[config.mk]
export PLATFORM = sky130hd
export DESIGN_NAME = psg_cell
export DESIGN_NICKNAME = d
export VERILOG_FILES = /design/src/sv/psg_pkg.sv /design/src/sv/psg_cell.sv
export SDC_FILE = /design/constraint.sdc
export NUM_CORES = 1
export LEC_CHECK = 0
export BUFFER_PORTS_ARGS = -buffer_cell sky130_fd_sc_hd__buf_2
export CAP_MARGIN = 40
export CORE_MARGIN = 3
export CORE_UTILIZATION = 45
export CTS_CLUSTER_SIZE = 8
export DETAILED_ROUTE_END_ITERATION = 8
export GPL_TIMING_DRIVEN = 0
export PLACE_DENSITY_LB_ADDON = 0.1
export SYNTH_ARGS = -nofsm -noshare
export SYNTH_HDL_FRONTEND = slang
export SYNTH_SLANG_ARGS = --single-unit
[constraint.sdc]
create_clock -name clk -period 4.2 [get_ports clk]
set_input_delay 0.63 -clock clk [delete_from_list [all_inputs] [get_ports clk]]
set_output_delay 0.63 -clock clk [all_outputs]
set_load 0.05 [all_outputs]
[src/sv/psg_pkg.sv]
package psg_pkg;

    localparam int unsigned COORD_WIDTH_DEF   = 32;
    localparam int unsigned CORDIC_STAGES_DEF = 16;
    localparam int unsigned ZW = 26;
    localparam int unsigned HW = 18;

    localparam logic signed [HW-1:0] HALF_TURN    = 18'sd23040;
    localparam logic signed [HW-1:0] QUARTER_TURN = 18'sd11520;
    localparam logic signed [HW-1:0] FULL_TURN    = 18'sd46080;
    localparam logic signed [ZW-1:0] Z_HALF_TURN  = 26'sd11796480;
    localparam logic [23:0] KINV_Q24 = 24'd10188014;
    localparam logic [24:0] ROT_Q8   = 25'd33043439;

    typedef enum logic [2:0] {
        REG_A_X, REG_A_Y, REG_B_X, REG_B_Y, REG_RADIUS, REG_EXIT, REG_SPEED, REG_MODE
    } cfg_reg_t;

    // atan(2^-i) in 1/65536 degree
    function automatic logic signed [ZW-1:0] atan_at(input int unsigned i);
        case (i)
            0:  return 26'sd2949120;
            1:  return 26'sd1740967;
            2:  return 26'sd919879;
            3:  return 26'sd466945;
            4:  return 26'sd234379;
            5:  return 26'sd117304;
            6:  return 26'sd58666;
            7:  return 26'sd29335;
            8:  return 26'sd14668;
            9:  return 26'sd7334;
            10: return 26'sd3667;
            11: return 26'sd1833;
            12: return 26'sd917;
            13: return 26'sd458;
            14: return 26'sd229;
            15: return 26'sd115;
            16: return 26'sd57;
            17: return 26'sd29;
            18: return 26'sd14;
            19: return 26'sd7;
            20: return 26'sd4;
            21: return 26'sd2;
            22: return 26'sd1;
            default: return '0;
        endcase
    endfunction

    function automatic logic signed [HW-1:0] wrap_head(input logic signed [HW-1:0] h);
        logic signed [HW-1:0] t;
        t = h;
        if (t > HALF_TURN) t = t - FULL_TURN;
        if (t < -HALF_TURN) t = t + FULL_TURN;
        return t;
    endfunction

endpackage

[src/sv/psg_cell.sv]
module psg_cell #(
    parameter int unsigned CW  = 36,
    parameter int unsigned IDX = 0
) (
    input  logic                           clk,
    input  logic                           en,
    input  logic signed [CW-1:0]           x_in,
    input  logic signed [CW-1:0]           y_in,
    input  logic signed [CW-1:0]           a_in,
    input  logic signed [CW-1:0]           b_in,
    input  logic signed [psg_pkg::ZW-1:0]  z_in,
    output logic signed [CW-1:0]           x_out,
    output logic signed [CW-1:0]           y_out,
    output logic signed [CW-1:0]           a_out,
    output logic signed [CW-1:0]           b_out,
    output logic signed [psg_pkg::ZW-1:0]  z_out
);
    import psg_pkg::*;

    localparam logic signed [ZW-1:0] ATAN = atan_at(IDX);

    logic signed [CW-1:0] x_reg, y_reg, a_reg, b_reg;
    logic signed [CW-1:0] x_next, y_next, a_next, b_next;
    logic signed [ZW-1:0] z_reg, z_next;
    logic signed [CW-1:0] xs, ys, as2, bs;

    always_comb
    begin
        xs  = x_in >>> IDX;
        ys  = y_in >>> IDX;
        as2 = a_in >>> IDX;
        bs  = b_in >>> IDX;
        // rotate toward y = 0, companion follows the same rotation
        if (!y_in[CW-1])
        begin
            x_next = x_in + ys;
            y_next = y_in - xs;
            a_next = a_in + bs;
            b_next = b_in - as2;
            z_next = z_in + ATAN;
        end
        else
        begin
            x_next = x_in - ys;
            y_next = y_in + xs;
            a_next = a_in - bs;
            b_next = b_in + as2;
            z_next = z_in - ATAN;
        end
    end

    always_ff @(posedge clk)
    begin
        if (en)
        begin
            x_reg <= x_next;
            y_reg <= y_next;
            a_reg <= a_next;
            b_reg <= b_next;
            z_reg <= z_next;
        end
    end

    assign x_out = x_reg;
    assign y_out = y_reg;
    assign a_out = a_reg;
    assign b_out = b_reg;
    assign z_out = z_reg;

endmodule

Yosys cells after proc, flatten, opt, wreduce, memory -nomap -nowiden
Index checks and enable logic that the tools add are counted.
Widths: inputs -> output; s select.
{ "word_totals": {"reg_bits": 170, "input_bits": 172, "out_inout_bits": 170, "elab_cells": 18} }
{ "op_classes": {"add_sub_neg": 8, "mux": 5} }
{ "ops": {"columns": ["operator", "n"], "rows": [
  ["$mux 36", 4],
  ["$sub 36x36->36", 4],
  ["$add 36x36->36", 2],
  ["$add 26x23->26 const B", 1],
  ["$mux 26", 1],
  ["$sub 26x23->26 const B", 1]
]} }

Longest topological paths before layout
Gate-level depths: netlist (run 1).
{ "depth": {"word_depth": 2, "mapped_depth": 13, "ltp_nobuf": 12} }

Worst setup path before layout (run 1)
No wires, ideal clock.
{ "synth_timing": {"path_kind": "input port to flip-flop", "from": "input y_in[35]", "to": "register z_reg[25], in the netlist z_out[25], data pin", "arrival_ns": 2.939, "slack_ns": 1.001, "cell_stages": 13, "n_path_buf": 3, "cell_sequence": "clkbuf_1 -> inv_1 -> clkbuf_1 -> buf_1 -> ha_1 -> a21oi_1 -> o21bai_1 -> a21oi_1 -> o21bai_1 -> a21oi_1 -> o21bai_1 -> a21oi_1 -> xnor2_1"} }
{ "synth_between": {"elab_chain_cells": 1} }
{ "synth_rtl": {"columns": ["element", "line_no", "text"], "rows": [
  ["start, declared", "psg_cell.sv:8", "input logic signed [CW-1:0] y_in,"],
  ["$mux 26", "psg_cell.sv:34", "if (!y_in[CW-1])"],
  ["via z_next[25]", "psg_cell.sv:24", "logic signed [ZW-1:0] z_reg, z_next;"],
  ["end signal, assigned", "psg_cell.sv:60", "z_reg <= z_next;"],
  ["end, declared", "psg_cell.sv:24", null]
]} }
The timed path passes the listed nets, and every way through them passes these cells.
A chain may end at the register's enable or synchronous reset.

Worst setup path in the final report (run 1)
Ends and elaborated chain as after synthesis.

==> reports/qor.yml, run 1 <==
timing:
  fmax_ghz: 0.258
  fin_crit_ps: 3870
  max_slew_margin_pct: 36.5
  setup_viol: 0
  fin_ws_ps: 327
  drv_slew: 0
  fin_tns_setup_ps: 0
  tightest_slew_ps: 941
  rsz0062_at_grt: "no"
  holdWs_ps: 339
  hold_viol_final: 0
  fin_crit_sh_pct: 92.2
clock_tree:
  clk_pin_slew_ps: 70
  hold_buffers: 0
  h-tree-depth: 4
  numCtsBuffers: 17
  cts-root-buf: "clkbuf_16"
  cts_tree: "done"
  cts_sinks: 168
  cts_resized: 0
  cts_max_path_buffers: 2
  post_cts_buffers: 0
die:
  core-area_um2: 38100
  die_w_um: 204
  io_pins: 342
  rows: 71
  fp.dieH_um: 204
  die-area_um2: 41500
  start_util_pct: 46.1
min_path:
  hold_start: "z_in[7]"
  hp-class: "input port to flip-flop"
  min_to: "z_out[7]"
  hold_depth: 1
worst_setup_path:
  worst_path_largest_cell_delay_ps: 710
  path_buf_inv: 6
  crit_type: "input port to flip-flop"
  crit_fanout: 10
  worst_setup_path_end_kind: "flip-flop"
  cp.required_ps: 4410
  arrival_ps: 4090
  crit_chain: "buf_2 -> clkbuf_1 -> inv_1 -> clkbuf_1 -> buf_1 -> buf_8 -> ha_1 -> a21oi_1 -> o21bai_1 -> a21oi_1 -> o21bai_1 -> a21oi_1 -> o21bai_1 -> a21oi_1 -> xnor2_1"
  path_delay_family: "buffers and inverters"
  crit_slowest_cell: "clkbuf_1"
  worstSetupStartpointType: "input port"
  crit_top_cell: "a21oi_1"
power_and_ir_drop:
  power_frac_seq_pct: 30.6
  clock_power_share_pct: 22.3
  p_comb_share_pct: 47.1
  powerDensity_nw_per_um2: 361
  internal-power_uw: 4080
  p_sw_uw: 3450
  switching_share_pct: 45.8
  ir_drop_mv: 0.330
  power_leakage_uw: 0.00933
route:
  totalWireLength_um: 67400
  wl_per_cell_um: 22.6
  dr.pass1.iters: 8
  ant_nets: 0
  drt-initial-drc-count: 1656
  vias_per_cell: 5.92
  drc: 0
  vias: 17700
placement:
  gp_congestion: 1.04
  dp_hpwl_um: 55100
  io_buffers: 341
  pre_cts_ws_ps: -79.6
  dp_cells: 2949
grt:
  grt_antenna_before_repair: 8
  grt_pass1_vias: 16900
  grt_usage_pct: 31.6
  grt_pass1_wl_um: 101000
  grt_max_degree: 86
  overflow: 0
layout:
  fin_nets: 2854
  drive_above_1_share_pct: 18.6
  syn2layout_area_growth_pct: 18.7
  final_util_pct: 54.7
  final_cells: 2988
yosys:
  post-synth-top-count-cell: "a21oi_1"
  synthTopCellsByArea: "edfxtp_1 29%, ha_1 16%, a21oi_1 7.7%"
  synth-main-ff-cell: "edfxtp_1"
  ys_seq_elements: 168
  yosysWarnings: 0
  synth_cells: 2076
  yosys-top-cells-count: "272 x a21oi_1, 221 x inv_1, 218 x ha_1"
  synth.avg_cell_area_um2: 8.46
  synth_edf_count: 168
  synth.distinct_cells: 85
  synth_nets: 2473
  synth_top_cell_by_area: "edfxtp_1"
  syn_area_um2: 17600
  synth_seq_area_share_pct: 28.7
  synth-async-reset-ratio_pct: 0
  synth_top_area_share_pct: 28.7
status:
  status: "completed"
flow_run:
  cap_violations: 0
-- sequential cells by signal, summed over array words and instances, names as in the netlist --
register  count
z_out        26
x_out        35
y_out        36
b_out        35
a_out        36
-- power by group through the flow --
stage / Sequential, uW / Combinational (uW) / Clock, uW
2_1_floorplan: 3280 / 1500 / 0
3_3_place_gp: 2340 / 3450 / 0
3_5_place_dp: 2340 / 3490 / 0
4_1_cts: 2300 / 3510 / 1710
5_1_grt: 2320 / 3770 / 1760
6_report: 2300 / 3550 / 1680
-- layout by cell type (no fill, tap or decap), drive strengths merged, types with 18 or more instances in the layout --
cell type / netlist / layout
inv: 228 / 235
xnor2: 128 / 128
nor3: 42 / 42
buf: 40 / 402
ha: 218 / 218
o21ai: 166 / 166
clkbuf: 53 / 70
nand3: 25 / 25
nor2: 158 / 158
a211oi: 32 / 32
edfxtp: 168 / 168
a21oi: 272 / 272
nand4: 23 / 23
nor2b: 22 / 22
mux2i: 32 / 32
nand2: 97 / 97
a21o: 44 / 44
xor2: 18 / 18
o21bai: 56 / 56
-- worst max-delay path by stage --
| stage | slack (ps) | to | cells past startpoint | start |
|---|---|---|---|---|
| 2_1_floorplan | 1000 | z_out[25] | 13 | y_in[35] |
| 3_3_place_gp | -500 | z_out[25] | 14 | y_in[35] |
| 3_5_place_dp | -80 | z_out[25] | 15 | y_in[35] |
| 4_1_cts | 410 | z_out[25] | 15 | y_in[35] |
| 5_1_grt | 100 | z_out[25] | 15 | y_in[35] |
| 6_report | 330 | z_out[25] | 15 | y_in[35] |
-- final cells by class --
class	instances	area (um^2)
sequential	168	5040
clock inverter	15	181
antenna	7	17.5
multi-input combinational	1585	11300
inverter	230	863
timing repair buffer	362	2010
fill	3624	17300
tap	511	639
buffer	93	402
clock buffer	17	425
-- cells by family after synthesis --
kind of cell	after synthesis	share of synthesized area (%)
AO/OA/AOI/OAI	741	26.9
AND/OR/NAND/NOR	441	11.8
buffers and inverters	323	7.20
adder cells (fa/ha/maj)	225	16.3
flip-flops	168	28.7
XOR/XNOR	146	7.28
multiplexers	32	1.82
-- through the flow --
step	total power [uW]	area [um^2]
2_1_floorplan	4780	17600
3_3_place_gp	5790	19900
3_5_place_dp	5820	20200
4_1_cts	7520	20800
5_1_grt	7860	20800
6_report	7520	20900
-- metal layers --
| metal | part of all wire, % | track usage [%] | vias up |
|---|---|---|---|
| met5 | 0.037 | 0 | - |
| met4 | 3.1 | 10.3 | 4 |
| met3 | 8.5 | 4.66 | 118 |
| met2 | 45 | 50.4 | 885 |
| met1 | 44 | 44.1 | 8472 |
| li1 | - | - | 8213 |
No activity file was read; power rests on OpenSTA's default activity.
==> run 2, diff against run 1 <==
- CORE_ASPECT_RATIO: not set -> 1.1
==> reports/qor.yml, run 2 (synthesis results as in run 1) <==
route:
  drc: 0  # unchanged
  drt-initial-drc-count: 1687  # was 1,656
  dr.pass1.iters: 6  # was 8
  ant_nets: 0  # unchanged
  vias: 17500  # was 17,700
  vias_per_cell: 5.87  # was 5.92
  wl_per_cell_um: 22.9  # was 22.6 um
  totalWireLength_um: 68100  # was 67,400 um
clock_tree:
  numCtsBuffers: 17  # unchanged
  h-tree-depth: 4  # unchanged
  cts_resized: 0  # unchanged
  post_cts_buffers: 0  # unchanged
  clk_pin_slew_ps: 70  # about the same
  cts-root-buf: "clkbuf_16"  # unchanged
  cts_tree: "done"  # unchanged
  cts_sinks: 168  # unchanged
  cts_max_path_buffers: 2  # unchanged
  hold_buffers: 0  # unchanged
timing:
  fin_crit_ps: 3860  # was 3870 ps
  fmax_ghz: 0.259  # was 0.258 GHz
  tightest_slew_ps: 956  # was 941 ps
  fin_crit_sh_pct: 91.9  # was 92.2%
  max_slew_margin_pct: 36.3  # was 36.5%
  hold_viol_final: 0  # unchanged
  fin_tns_setup_ps: 0  # unchanged
  setup_viol: 0  # unchanged
  drv_slew: 0  # unchanged
  rsz0062_at_grt: "no"  # unchanged
power_and_ir_drop:
  ir_drop_mv: 0.326  # was 0.330 mV
  power_leakage_uw: 0.00933  # about the same
  powerDensity_nw_per_um2: 358  # was 361 nW/um^2
die:
  die-area_um2: 41500  # about the same
  die_w_um: 194  # was 204 um
  start_util_pct: 45.8  # was 46.1%
  io_pins: 342  # unchanged
  core-area_um2: 38400  # was 38,100 um^2
  rows: 75  # was 71
  fp.dieH_um: 213  # was 204 um
grt:
  overflow: 0  # unchanged
  grt_max_degree: 104  # was 86
  grt_antenna_before_repair: 6  # was 8
  grt_usage_pct: 31.8  # was 31.6%
  grt_pass1_wl_um: 101000  # about the same
  grt_pass1_vias: 17100  # was 16,900
worst_setup_path:
  path_buf_inv: 4  # was 6
  arrival_ps: 4070  # was 4090 ps
  worstSetupStartpointType: "input port"  # unchanged
  crit_fanout: 9  # was 10
  startpoint: "a_in[17]"  # was y_in[35]
  worst_path_largest_cell_delay_ps: 650  # was 710 ps
  crit_slowest_cell: "o31ai_1"  # was clkbuf_1
  crit_top_cell: "buf_2"  # was a21oi_1
  cp.required_ps: 4410  # about the same
  path_delay_family: "compound AO/OA/AOI/OAI gates"  # was buffers and inverters
  crit_type: "input port to flip-flop"  # unchanged
  crit_chain: "buf_2 -> inv_1 -> ha_1 -> buf_2 -> inv_2 -> nor3_1 -> nand4_1 -> o21a_1 -> o31ai_1 -> a21oi_1 -> a311oi_2 -> xnor2_1"  # was buf_2 -> clkbuf_1 -> inv_1 -> clkbuf_1 -> buf_1 -> buf_8 -> ha_1 -> a21oi_1 -> o21bai_1 -> a21oi_1 -> o21bai_1 -> a21oi_1 -> o21bai_1 -> a21oi_1 -> xnor2_1
  worst_setup_path_end_kind: "flip-flop"  # unchanged
min_path:
  min_to: "z_out[1]"  # was z_out[7]
  hold_start: "z_in[1]"  # was z_in[7]
  hp-class: "input port to flip-flop"  # unchanged
  hold_depth: 1  # unchanged
layout:
  fin_nets: 2857  # was 2,854
  syn2layout_area_growth_pct: 18.5  # was 18.7%
  drive_above_1_share_pct: 18.7  # was 18.6%
  layout_common_cells: "367 x buf_2, 272 x a21oi_1, 221 x inv_1, 218 x ha_1, 168 x edfxtp_1"  # was 364 x buf_2, 272 x a21oi_1, 221 x inv_1, 218 x ha_1, 168 x edfxtp_1
  final_cells: 2975  # was 2,988
  final_common_cell: "buf_2"  # unchanged
placement:
  gp_congestion: 0.957  # was 1.04
  io_buffers: 341  # unchanged
  dp_hpwl_um: 55900  # was 55,100 um
  dp_cells: 2941  # was 2,949
flow_run:
  cap_violations: 0  # unchanged
status:
  status: "completed"  # unchanged
-- run 2: cell count changes in the layout (fill, tap and decap cells not counted) --
| cell | delta |
|---|---|
| diode_2 | -5 |
| buf_2 | +3 |
| buf_6 | -1 |
| buf_8 | +1 |
| bufinv_16 | -1 |
| clkbuf_1 | +1 |
| clkinv_4 | -1 |
| clkinv_8 | +1 |
| inv_6 | +1 |
| inv_8 | -1 |
-- run 2: power by group --
group / internal, uW / leakage (uW) / switching (uW) / total (uW)
sequential: 2210 / 0.00164 / 71.8 / 2280
clock: 793 / 0.000281 / 815 / 1610
combinational: 1010 / 0.00741 / 2560 / 3570
total: 4020 / 0.00933 / 3440 / 7460
-- run 2: final cells by class --
| type | instances | area (um^2) |
|---|---|---|
| fill | 3624 | 17600 |
| multi-input combinational | 1585 | 11300 |
| sequential | 168 | 5040 |
| timing repair buffer | 365 | 2030 |
| inverter | 230 | 863 |
| tap | 500 | 626 |
| clock buffer | 18 | 429 |
| buffer | 93 | 402 |
| clock inverter | 14 | 156 |
| antenna | 2 | 5.00 |
-- run 2: worst max path at each step --
stage | endpoint | slack (ps) | cells after the start
6_report | a_out[28] | 340 | 12
5_1_grt | z_out[25] | 240 | 15
4_1_cts | a_out[28] | 450 | 12
3_5_place_dp | a_out[28] | -40 | 12
3_3_place_gp | x_out[32] | -290 | 13
2_1_floorplan | z_out[25] | 1000 | 13
-- run 2: layer usage --
metal	wire, um	track usage (%)
met3	4560	5.30
met5	27	0
met1	27700	39.4
met4	3460	15.2
met2	32300	54.4
-- run 2: through the flow --
stage	setup WS, ps	total power [uW]	area (um^2)	hold WS (ps)	utilization [%]
3_5_place_dp	-40.7	5830	20200	808	52.7
5_1_grt	245	7810	20800	299	54.2
4_1_cts	454	7460	20800	301	54.2
3_3_place_gp	-286	5800	19900	807	51.9
6_report	339	7460	20800	319	54.2
2_1_floorplan	1000	4780	17600	729	-
