File: src/sv/psg_pkg.sv
package psg_pkg;

    localparam int unsigned COORD_WIDTH_DEF   = 32;
    localparam int unsigned CORDIC_STAGES_DEF = 16;
    localparam int unsigned ZW = 26;
    localparam int unsigned HW = 18;

    localparam logic signed [HW-1:0] HALF_TURN    = 18'sd23040;
    localparam logic signed [HW-1:0] QUARTER_TURN = 18'sd11520;
    localparam logic signed [HW-1:0] FULL_TURN    = 18'sd46080;
    localparam logic signed [ZW-1:0] Z_HALF_TURN  = 26'sd11796480;
    localparam logic [23:0] KINV_Q24 = 24'd10188014;
    localparam logic [24:0] ROT_Q8   = 25'd33043439;

    typedef enum logic [2:0] {
        REG_A_X, REG_A_Y, REG_B_X, REG_B_Y, REG_RADIUS, REG_EXIT, REG_SPEED, REG_MODE
    } cfg_reg_t;

    // atan(2^-i) in 1/65536 degree
    function automatic logic signed [ZW-1:0] atan_at(input int unsigned i);
        case (i)
            0:  return 26'sd2949120;
            1:  return 26'sd1740967;
            2:  return 26'sd919879;
            3:  return 26'sd466945;
            4:  return 26'sd234379;
            5:  return 26'sd117304;
            6:  return 26'sd58666;
            7:  return 26'sd29335;
            8:  return 26'sd14668;
            9:  return 26'sd7334;
            10: return 26'sd3667;
            11: return 26'sd1833;
            12: return 26'sd917;
            13: return 26'sd458;
            14: return 26'sd229;
            15: return 26'sd115;
            16: return 26'sd57;
            17: return 26'sd29;
            18: return 26'sd14;
            19: return 26'sd7;
            20: return 26'sd4;
            21: return 26'sd2;
            22: return 26'sd1;
            default: return '0;
        endcase
    endfunction

    function automatic logic signed [HW-1:0] wrap_head(input logic signed [HW-1:0] h);
        logic signed [HW-1:0] t;
        t = h;
        if (t > HALF_TURN) t = t - FULL_TURN;
        if (t < -HALF_TURN) t = t + FULL_TURN;
        return t;
    endfunction

endpackage

File: src/sv/psg_rate_div.sv
module psg_rate_div (
    input  logic        clk,
    input  logic        rst_n,
    input  logic        start,
    input  logic [15:0] speed,
    input  logic [30:0] radius,
    output logic        busy,
    output logic [30:0] rate
);
    import psg_pkg::*;

    localparam logic [5:0] CNT_IDLE = 6'd0;
    localparam logic [5:0] CNT_MUL  = 6'd34;
    localparam logic [5:0] CNT_LOAD = 6'd33;
    localparam logic [5:0] CNT_TOP  = 6'd32;

    logic [5:0]  cnt_reg;
    logic        sat_reg;
    logic [40:0] prod_reg;
    logic [41:0] rem_reg;
    logic [69:0] dvs_reg;
    logic [30:0] quo_reg;
    logic        ge;

    assign ge = {28'b0, rem_reg} >= dvs_reg;

    always_ff @(posedge clk or negedge rst_n)
    begin
        if (!rst_n)
        begin
            cnt_reg <= CNT_IDLE;
            sat_reg <= 1'b1;
        end
        else
        begin
            if (start)
                cnt_reg <= CNT_MUL;
            else if (cnt_reg != CNT_IDLE)
                cnt_reg <= cnt_reg - 6'd1;
            // quotient of 2^31 or more saturates, zero radius lands here too
            if (!start && cnt_reg == CNT_TOP)
                sat_reg <= ge;
        end
    end

    always_ff @(posedge clk)
    begin
        if (cnt_reg == CNT_MUL)
            prod_reg <= 41'(speed) * 41'(ROT_Q8);
        else if (cnt_reg == CNT_LOAD)
        begin
            rem_reg <= 42'(prod_reg) + 42'({radius, 7'b0});
            dvs_reg <= {radius, 39'b0};
        end
        else if (cnt_reg == CNT_TOP)
            dvs_reg <= dvs_reg >> 1;
        else if (cnt_reg != CNT_IDLE)
        begin
            if (ge)
                rem_reg <= rem_reg - dvs_reg[41:0];
            quo_reg <= {quo_reg[29:0], ge};
            dvs_reg <= dvs_reg >> 1;
        end
    end

    assign busy = (cnt_reg != CNT_IDLE);
    assign rate = sat_reg ? 31'h7fffffff : quo_reg;

endmodule
File: config.mk
export PLATFORM = sky130hd
export DESIGN_NAME = psg_rate_div
export DESIGN_NICKNAME = d
export VERILOG_FILES = /design/src/sv/psg_pkg.sv /design/src/sv/psg_rate_div.sv
export SDC_FILE = /design/constraint.sdc
export NUM_CORES = 1
export LEC_CHECK = 0
export BUFFER_PORTS_ARGS = -buffer_cell sky130_fd_sc_hd__buf_4
export CELL_PAD_IN_SITES_DETAIL_PLACEMENT = 0
export CELL_PAD_IN_SITES_GLOBAL_PLACEMENT = 1
export CORE_MARGIN = 2
export CORE_UTILIZATION = 54
export DETAILED_ROUTE_END_ITERATION = 7
export PLACE_DENSITY = 0.92
export RECOVER_POWER = 50
export SETUP_SLACK_MARGIN = 0.5
export SLEW_MARGIN = 25
export SYNTH_ARGS = -nofsm -noshare
export SYNTH_HDL_FRONTEND = slang
export SYNTH_SLANG_ARGS = --single-unit
File: constraint.sdc
create_clock -name clk -period 12.3 [get_ports clk]
set_clock_uncertainty 0.05 [all_clocks]
set_input_delay 1.23 -clock clk [delete_from_list [all_inputs] [get_ports clk]]
set_output_delay 1.23 -clock clk [all_outputs]
set_load 0.01 [all_outputs]
-- After elaboration in Yosys (flattened, before gate mapping)
Cells that the tools add are included.
- input bits: 50
- output and inout bits: 32
- bits in registers: 191
- logic and storage cells: 39
- muxes and demuxes: 10
- $lt $le $gt $ge: 1
- add/sub/neg operators: 3
- reductions and logical operators: 10
- $mul: 1
- bitwise gates (word level): 3
- equal/unequal tests: 4
- operator list (kind ; count):
    2-to-1 mux 70 bit ; 3
    2-to-1 mux 42 bit ; 4
    greater-or-equal comparator 42 x 70 -> 1 bit ; 1
    adder 41 x 38 -> 42 bit ; 1
    subtractor 42 bit ; 1
    multiplier 16 x 25 -> 41 bit, second input constant ; 1
    2-to-1 mux 31 bit ; 1
    == test 6 bit, second input constant ; 3
    2-to-1 mux 6 bit ; 2
    AND reduction 4 bit ; 2
    nonzero test 2 bit ; 3
    nonzero test 6 bit ; 1
    subtractor 6 x 1 -> 6 bit, second input constant ; 1
    inverter 1 bit ; 3
    nonzero test 3 bit ; 1
    inequality test 2 bit, second input constant ; 1
    AND reduction 2 bit ; 1
    logical AND 1 bit ; 1
    logical NOT 1 bit ; 1

-- Logic depth before layout (Yosys ltp)
Gate-level depths: netlist of the first run.
- word-level depth: 5
- mapped depth: 24
- mapped depth without buffers: 23

-- Worst setup path before layout of the first run
Ideal clock, no wire load.
- path type: input port to flip-flop
- start point: in speed[7]
- end point: reg prod_reg[23], data pin
- arrival: 7165 ps
- path buffers: 0
- setup slack: 4890 ps
- cell stages on the path: 21
- setup time: 195 ps
- cell sequence: fa_1 -> inv_1 -> fa_1 -> fa_1 -> inv_1 -> fa_1 -> fa_1 -> inv_1 -> fa_1 -> inv_1 -> ha_1 -> a211oi_1 -> nand2_1 -> a221o_1 -> a31o_2 -> a21oi_1 -> nor2b_1 -> o21a_1 -> o31ai_1 -> or4b_2 -> o311ai_0
- word-level cells in the longest chain between the ends: 1
- RTL lines (what ; RTL line ; source):
    start, declared ; psg_rate_div.sv:5 ; input logic [15:0] speed,
    multiplier 16 x 25 -> 41 bit ; psg_rate_div.sv:49 ; prod_reg <= 41'(speed) * 41'(ROT_Q8);
    end signal, assigned ; psg_rate_div.sv:49 ;
    end, declared ; psg_rate_div.sv:19 ; logic [40:0] prod_reg;
Every way passes these cells.
A chain may end at the register's enable or synchronous reset.

-- Worst setup path in the final report of the first run
- start point: in speed[7]
- end point: reg prod_reg[39], data pin
Same word-level chain as after synthesis.

==> results.json, run 1 <==
{
  "ctsResizeCount": 0,
  "endpoint_kind": "flop",
  "grt_pass1_vias": 13456,
  "cpMostUsedCell": "fa_1",
  "cts_buffers": 17,
  "slew_violations": 339,
  "violations": "max-capacitance violations, max-slew violations",
  "clkSinkCount": 191,
  "ctsHoldBuffers": 0,
  "tritoncts": "done",
  "synth_area_um2": 18600,
  "dpl.hpwl_mm": 35.9,
  "holdCritPathClass": "flop to flop",
  "track_usage_pct": 25.3,
  "cts-root-buf": "clkbuf_16",
  "synth_top_family_by_area": "adder cells",
  "critPathLaunchType": "primary input",
  "synth_nets": 2327,
  "rows": 67,
  "reg2regPathDepth": 5,
  "critPathSlowestCell": "fa_1",
  "arrival_ns": 7.67,
  "muxShareOfSynthArea_pct": 0.444,
  "yosysUniqueCellTypes": 66,
  "setup_viol": 0,
  "status": "finished with violations",
  "htree_levels": 4,
  "yosysSeqAreaShare_pct": 30.7,
  "synth_edf_count": 184,
  "synth-async-reset-ratio_pct": 3.66,
  "grt_pass1_wl_mm": 71.1,
  "fin_nets": 2388,
  "slew_headroom_pct": -165,
  "cp_max_fo": 7,
  "first_pass_iters": 5,
  "wl_mm": 43.6,
  "synth-compound-area-share_pct": 13.1,
  "r2r-start": "cnt_reg[0]$_DFFE_PN0P_",
  "cp-endpoint": "prod_reg[39]$_DFFE_PN_",
  "antenna_found_initial": 0,
  "tightest_slew_ns": 3.97,
  "drt_iter0_markers": 786,
  "grt_overflow": 0,
  "rrSetupSlack_ns": 7.07,
  "synth_xor_area_share_pct": 4.66,
  "die_y_um": 190,
  "grt_max_degree": 77,
  "post_drt_wl_per_cell_um": 18.1,
  "path_cells": "buf_4, fa_1, inv_1, fa_1, fa_1, inv_1, fa_1, fa_1, inv_1, fa_1, inv_1, ha_1, a211oi_1, nand2_1, a221o_1, a31o_2, a2111oi_2, nor2_1, a211oi_1, o31ai_1, a21oi_1, xnor2_1",
  "largest_register_ffs": 70,
  "drcViolationCount": 0,
  "crit_path_start": "speed[7]",
  "routed-via-count": 13178,
  "coreArea_um2": 33700,
  "hold_viol": 0,
  "viasPerCell": 5.47,
  "slowest_delay_ns": 0.73,
  "max_freq_mhz": 133,
  "synth_flop_cell": "edfxtp_1",
  "syn2layout_area_growth_pct": 9.04,
  "synthAdderAreaFrac_pct": 32.3,
  "ant_nets": 0,
  "drive_gt1_share_pct": 8.41,
  "path_class": "primary input to flop",
  "initial_core_util_pct": 55.2,
  "drv_cap": 6,
  "fin_setup_tns_ns": 0,
  "yosys_warnings": 0,
  "fillers": 2930,
  "fin_crit_sh_pct": 61.2,
  "io_buffer_count": 81,
  "die_w_um": 190,
  "syn_inst": 1890,
  "gp_congestion": 0.957,
  "die_area_um2": 35900,
  "clkTransAtPathRegs_ns": 0.07,
  "reg2reg_to": "dvs_reg[61]$_DFFE_PP_",
  "post_synth.cell_area_avg_um2": 9.84,
  "cts_setup_buffers": 0,
  "cp.required_ns": 12.44,
  "rsz0062_at_grt": "no",
  "ys_ff_latch": 191,
  "fin_crit_ns": 7.53,
  "top_level_ports": 82,
  "antenna_cells": 0,
  "max-clock-path-buffers": 2,
  "insertion_delay_ns": 0.44,
  "post_synth_and_or_nand_nor_area_fraction_pct": 11.6
}
==> logic make-up (layout without fill, tap and decap cells) <==
| kind of cell | count (synthesis) | in the layout |
|---|---|---|
| simple gates | 465 | 465 |
| fa+ha+maj | 387 | 387 |
| compound gates | 381 | 381 |
| buf+inv | 359 | 432 |
| flops | 191 | 191 |
| xor+xnor | 99 | 99 |
| mux | 8 | 8 |
==> cell usage after synthesis, types with 9 or more instances <==
cell type | count | area [um2]
and3_1 | 15 | 93.8
nand4_1 | 15 | 93.8
nand3_1 | 22 | 110
o21ai_0 | 76 | 380
clkbuf_1 | 38 | 143
inv_1 | 315 | 1180
a31oi_1 | 16 | 100
a21o_1 | 59 | 443
nor2b_1 | 17 | 106
xor2_1 | 38 | 333
o21a_1 | 24 | 180
nor3_1 | 17 | 85.1
xnor2_1 | 61 | 534
nor4_1 | 11 | 68.8
nor2_1 | 120 | 450
fa_1 | 154 | 3080
nand2_1 | 173 | 649
o21bai_1 | 13 | 97.6
nand2b_1 | 10 | 62.6
a21oi_1 | 118 | 591
a211oi_1 | 10 | 75.1
edfxtp_1 | 184 | 5530
o31ai_1 | 14 | 105
ha_1 | 233 | 2920
or2_2 | 37 | 231
and2_1 | 9 | 56.3
==> layout make-up <==
cell class,instances,area (um2),share of cell area [%]
multi-input combinational,1340,11600,57.1
sequential,191,5700,28.1
inverter,315,1180,5.83
timing repair buffer,86,623,3.07
tap,448,561,2.76
clock buffer,17,425,2.10
clock inverter,14,200,0.987
==> worst min-delay path by stage <==
stage	startpoint	endpoint	cells after the start
after floorplan	quo_reg[9]$_DFFE_PP_	quo_reg[10]$_DFFE_PP_	0
after global placement	quo_reg[13]$_DFFE_PP_	quo_reg[14]$_DFFE_PP_	0
after detailed placement	quo_reg[22]$_DFFE_PP_	quo_reg[23]$_DFFE_PP_	0
after CTS	quo_reg[13]$_DFFE_PP_	quo_reg[14]$_DFFE_PP_	0
after global routing	quo_reg[21]$_DFFE_PP_	quo_reg[22]$_DFFE_PP_	0
final	quo_reg[22]$_DFFE_PP_	quo_reg[23]$_DFFE_PP_	0
==> through the flow <==
step | area [um2] | utilization (%) | cells | hold WS (ns) | setup WS, ns
floorplan | 18600 | - | 1890 | 0.367 | 4.89
finish | 20300 | 60.2 | 2411 | 0.395 | 4.77
detailed placement | 19700 | 58.4 | 2380 | 0.375 | 4.36
global route | 20300 | 60.2 | 2411 | 0.408 | 4.49
global placement | 19700 | 58.4 | 2380 | 0.373 | 4.46
CTS | 20300 | 60.2 | 2411 | 0.398 | 4.81
==> worst max-delay path: cells and delay by family <==
kind / cells / cell delay, ns
and+or+nand+nor: 2 / 0.25
adders and majority gates: 7 / 3.69
xor gates and xnor gates: 1 / 0.09
AOI/OAI and AO/OA: 7 / 1.97
buffers and inverters: 5 / 0.44
==> per-layer routing <==
layer	global-route usage, %	vias up	routed length (um)
met5	0	-	0
met4	9.60	0	1490
met3	2.32	57	1230
met2	44.5	275	21600
met1	32.7	6328	19300
li1	-	6518	-
==> cells in the final DEF (no fill, tap or decap), types with 8 or more instances in the layout <==
| master | netlist | final |
|---|---|---|
| nor3_1 | 17 | 16 |
| xor2_1 | 38 | 38 |
| a211oi_1 | 10 | 10 |
| nor4_1 | 11 | 11 |
| nand4_1 | 15 | 15 |
| buf_4 | 0 | 80 |
| xnor2_1 | 61 | 61 |
| nand2b_1 | 10 | 10 |
| or2_2 | 37 | 37 |
| nor2b_1 | 17 | 17 |
| a21o_1 | 59 | 59 |
| fa_1 | 154 | 154 |
| a31oi_1 | 16 | 16 |
| nor2_1 | 120 | 119 |
| and2_1 | 9 | 8 |
| nand2_1 | 173 | 173 |
| and3_1 | 15 | 15 |
| o21bai_1 | 13 | 13 |
| ha_1 | 233 | 233 |
| nand3_1 | 22 | 21 |
| o31ai_1 | 14 | 14 |
| o21ai_0 | 76 | 76 |
| o21a_1 | 24 | 24 |
| clkbuf_16 | 0 | 17 |
| edfxtp_1 | 184 | 184 |
| a21oi_1 | 118 | 118 |
| inv_1 | 315 | 315 |
Power of run 1 is left out: the tool's default activity adds up to more than one toggle a clock period on the data nets, which glitch-free logic cannot reach.
==> run 2, diff against run 1 <==
--- a/config.mk
+++ b/config.mk
@@ -9,9 +9,9 @@
 export CELL_PAD_IN_SITES_DETAIL_PLACEMENT = 0
 export CELL_PAD_IN_SITES_GLOBAL_PLACEMENT = 1
 export CORE_MARGIN = 2
-export CORE_UTILIZATION = 54
+export CORE_UTILIZATION = 51
 export DETAILED_ROUTE_END_ITERATION = 7
-export PLACE_DENSITY = 0.92
+export PLACE_DENSITY = 0.88
 export RECOVER_POWER = 50
 export SETUP_SLACK_MARGIN = 0.5
 export SLEW_MARGIN = 25
==> constraint.sdc (replaced) <==
create_clock -name clk -period 7.2 [get_ports clk]
set_clock_uncertainty 0.05 [all_clocks]
set_input_delay 0.72 -clock clk [delete_from_list [all_inputs] [get_ports clk]]
set_output_delay 0.72 -clock clk [all_outputs]
set_load 0.01 [all_outputs]
==> run 2 against run 1 <==
The run still ends with max-capacitance violations, max-slew violations left. Critical path type unchanged. Final cell count rose by 1.7%. Sequential share of layout area down 0.20 points. Utilization is 3.0 points lower. First-iteration DRC count fell by 0.76%. Worst hold slack got worse by 0.26 ns. Critical path depth did not move. Via count grew 1.9%.
==> results.json, run 2 (same netlist as run 1, synthesis figures left out) <==
{
  "status": "finished with violations",
  "violations": "max-capacitance violations, max-slew violations",
  "io_buffer_count": 81,
  "rsz0062_at_grt": "yes",
  "critPathSlowestCell": "fa_2",
  "cp.depth": 22,
  "wl_mm": 44.6,
  "largest_register_ffs": 70,
  "fin_crit_sh_pct": 91.7,
  "cts_buffers": 17,
  "antenna_found_initial": 0,
  "rows": 69,
  "crit_path_start": "speed[10]",
  "max-clock-path-buffers": 2,
  "top_level_ports": 82,
  "cp_num_buf_inv": 5,
  "rrSetupSlack_ns": 1.77,
  "final_util_pct": 57.1,
  "cpMostUsedCell": "fa_1",
  "critPathLaunchType": "primary input",
  "cp_top_family": "adder cells",
  "drcViolationCount": 0,
  "htree_levels": 4,
  "antenna_cells": 0,
  "drv_cap": 4,
  "viasPerCell": 5.48,
  "post_drt_wl_per_cell_um": 18.2,
  "slew_violations": 249,
  "grt_pass1_vias": 13726,
  "max_freq_mhz": 152,
  "final_cell_mix": "inv_1 (313), ha_1 (230), edfxtp_1 (184)",
  "holdCritPathClass": "primary input to asynchronous set/reset pin",
  "tritoncts": "done",
  "clkTransAtPathRegs_ns": 0.07,
  "top_usage_layer": "met2",
  "coreArea_um2": 35700,
  "use_met2_pct": 40.4,
  "first_pass_iters": 5,
  "dpl_cell_area_um2": 19900,
  "die_w_um": 195,
  "final_area_um2": 20400,
  "initial_core_util_pct": 52.0,
  "reg2reg_to": "rem_reg[27]$_DFFE_PP_",
  "ant_nets": 0,
  "path_cells": "buf_4, fa_2, fa_1, fa_1, inv_1, fa_1, inv_1, fa_1, inv_1, fa_1, inv_1, ha_1, and3_1, o211ai_1, or3_1, a21oi_2, or4_4, a41o_1, o41ai_4, o22ai_1, o22ai_2, xnor2_1",
  "dpl.hpwl_mm": 36.5,
  "gr-usage-met1_pct": 32.1,
  "routed-via-count": 13422,
  "reg2regPathDepth": 5,
  "grt_pass1_wl_mm": 72.0,
  "fin_setup_tns_ns": 0,
  "insertion_delay_ns": 0.44,
  "track_usage_pct": 24.0,
  "grt_max_degree": 94,
  "r2r-start": "cnt_reg[3]$_DFFE_PN0P_",
  "cp_max_fo": 5,
  "hold_slack_ns": 0.133,
  "setup_viol": 0,
  "die_area_um2": 38000,
  "endpoint_kind": "flop",
  "fin_nets": 2414,
  "cp-endpoint": "prod_reg[34]$_DFFE_PN_",
  "die_y_um": 195,
  "slew_headroom_pct": -179,
  "drive_gt1_share_pct": 8.89,
  "cp.required_ns": 7.32,
  "hold_viol": 0,
  "grt_overflow": 0,
  "slowest_delay_ns": 0.62,
  "gp_congestion": 0.964,
  "clkSinkCount": 191,
  "grt_util_met3_pct": 2.12,
  "path_class": "primary input to flop",
  "cts-root-buf": "clkbuf_16",
  "final_common_cell": "inv_1",
  "drt_iter0_markers": 780,
  "arrival_ns": 6.72,
  "tightest_slew_ns": 4.18,
  "fillers": 3213,
  "syn2layout_area_growth_pct": 9.83,
  "fin_crit_ns": 6.60
}
-- run 2: timing repair --
action,CTS,global route
hold buffers,0,0
endpoints found under the hold margin,0,0
resized for setup,0,18
endpoints found under the setup margin,0,11
setup buffers,0,3
-- run 2: how the worst min path moves through the flow --
stage / to
floorplan: cnt_reg[0]$_DFFE_PN0P_
global placement: quo_reg[22]$_DFFE_PP_
detailed placement: quo_reg[22]$_DFFE_PP_
CTS: cnt_reg[1]$_DFFE_PN0P_
global route: cnt_reg[1]$_DFFE_PN0P_
finish: cnt_reg[1]$_DFFE_PN0P_
-- run 2: layout make-up --
type	count	area, um2	area share (%)
multi-input cells	1340	11700	57.2
repair buffers	112	709	3.47
clock buffers	18	429	2.10
clock inverters	14	148	0.723
inverters	315	1180	5.79
well taps	461	577	2.82
flip-flops and latches	191	5700	27.9
-- run 2: layer usage --
layer / vias to the layer above / routed length [um]
li1: 6586 / -
met4: 0 / 1630
met1: 6473 / 20300
met2: 292 / 21300
met5: - / 0
met3: 71 / 1390
-- run 2: stage by stage --
step                      std cells  worst slack (ns)
after floorplan                1890             0.539
after global routing           2451             0.355
final                          2451             0.601
after CTS                      2448             0.514
after detailed placement       2416            0.0334
after global placement         2416             0.157
Power of run 2 is left out for the same reason.
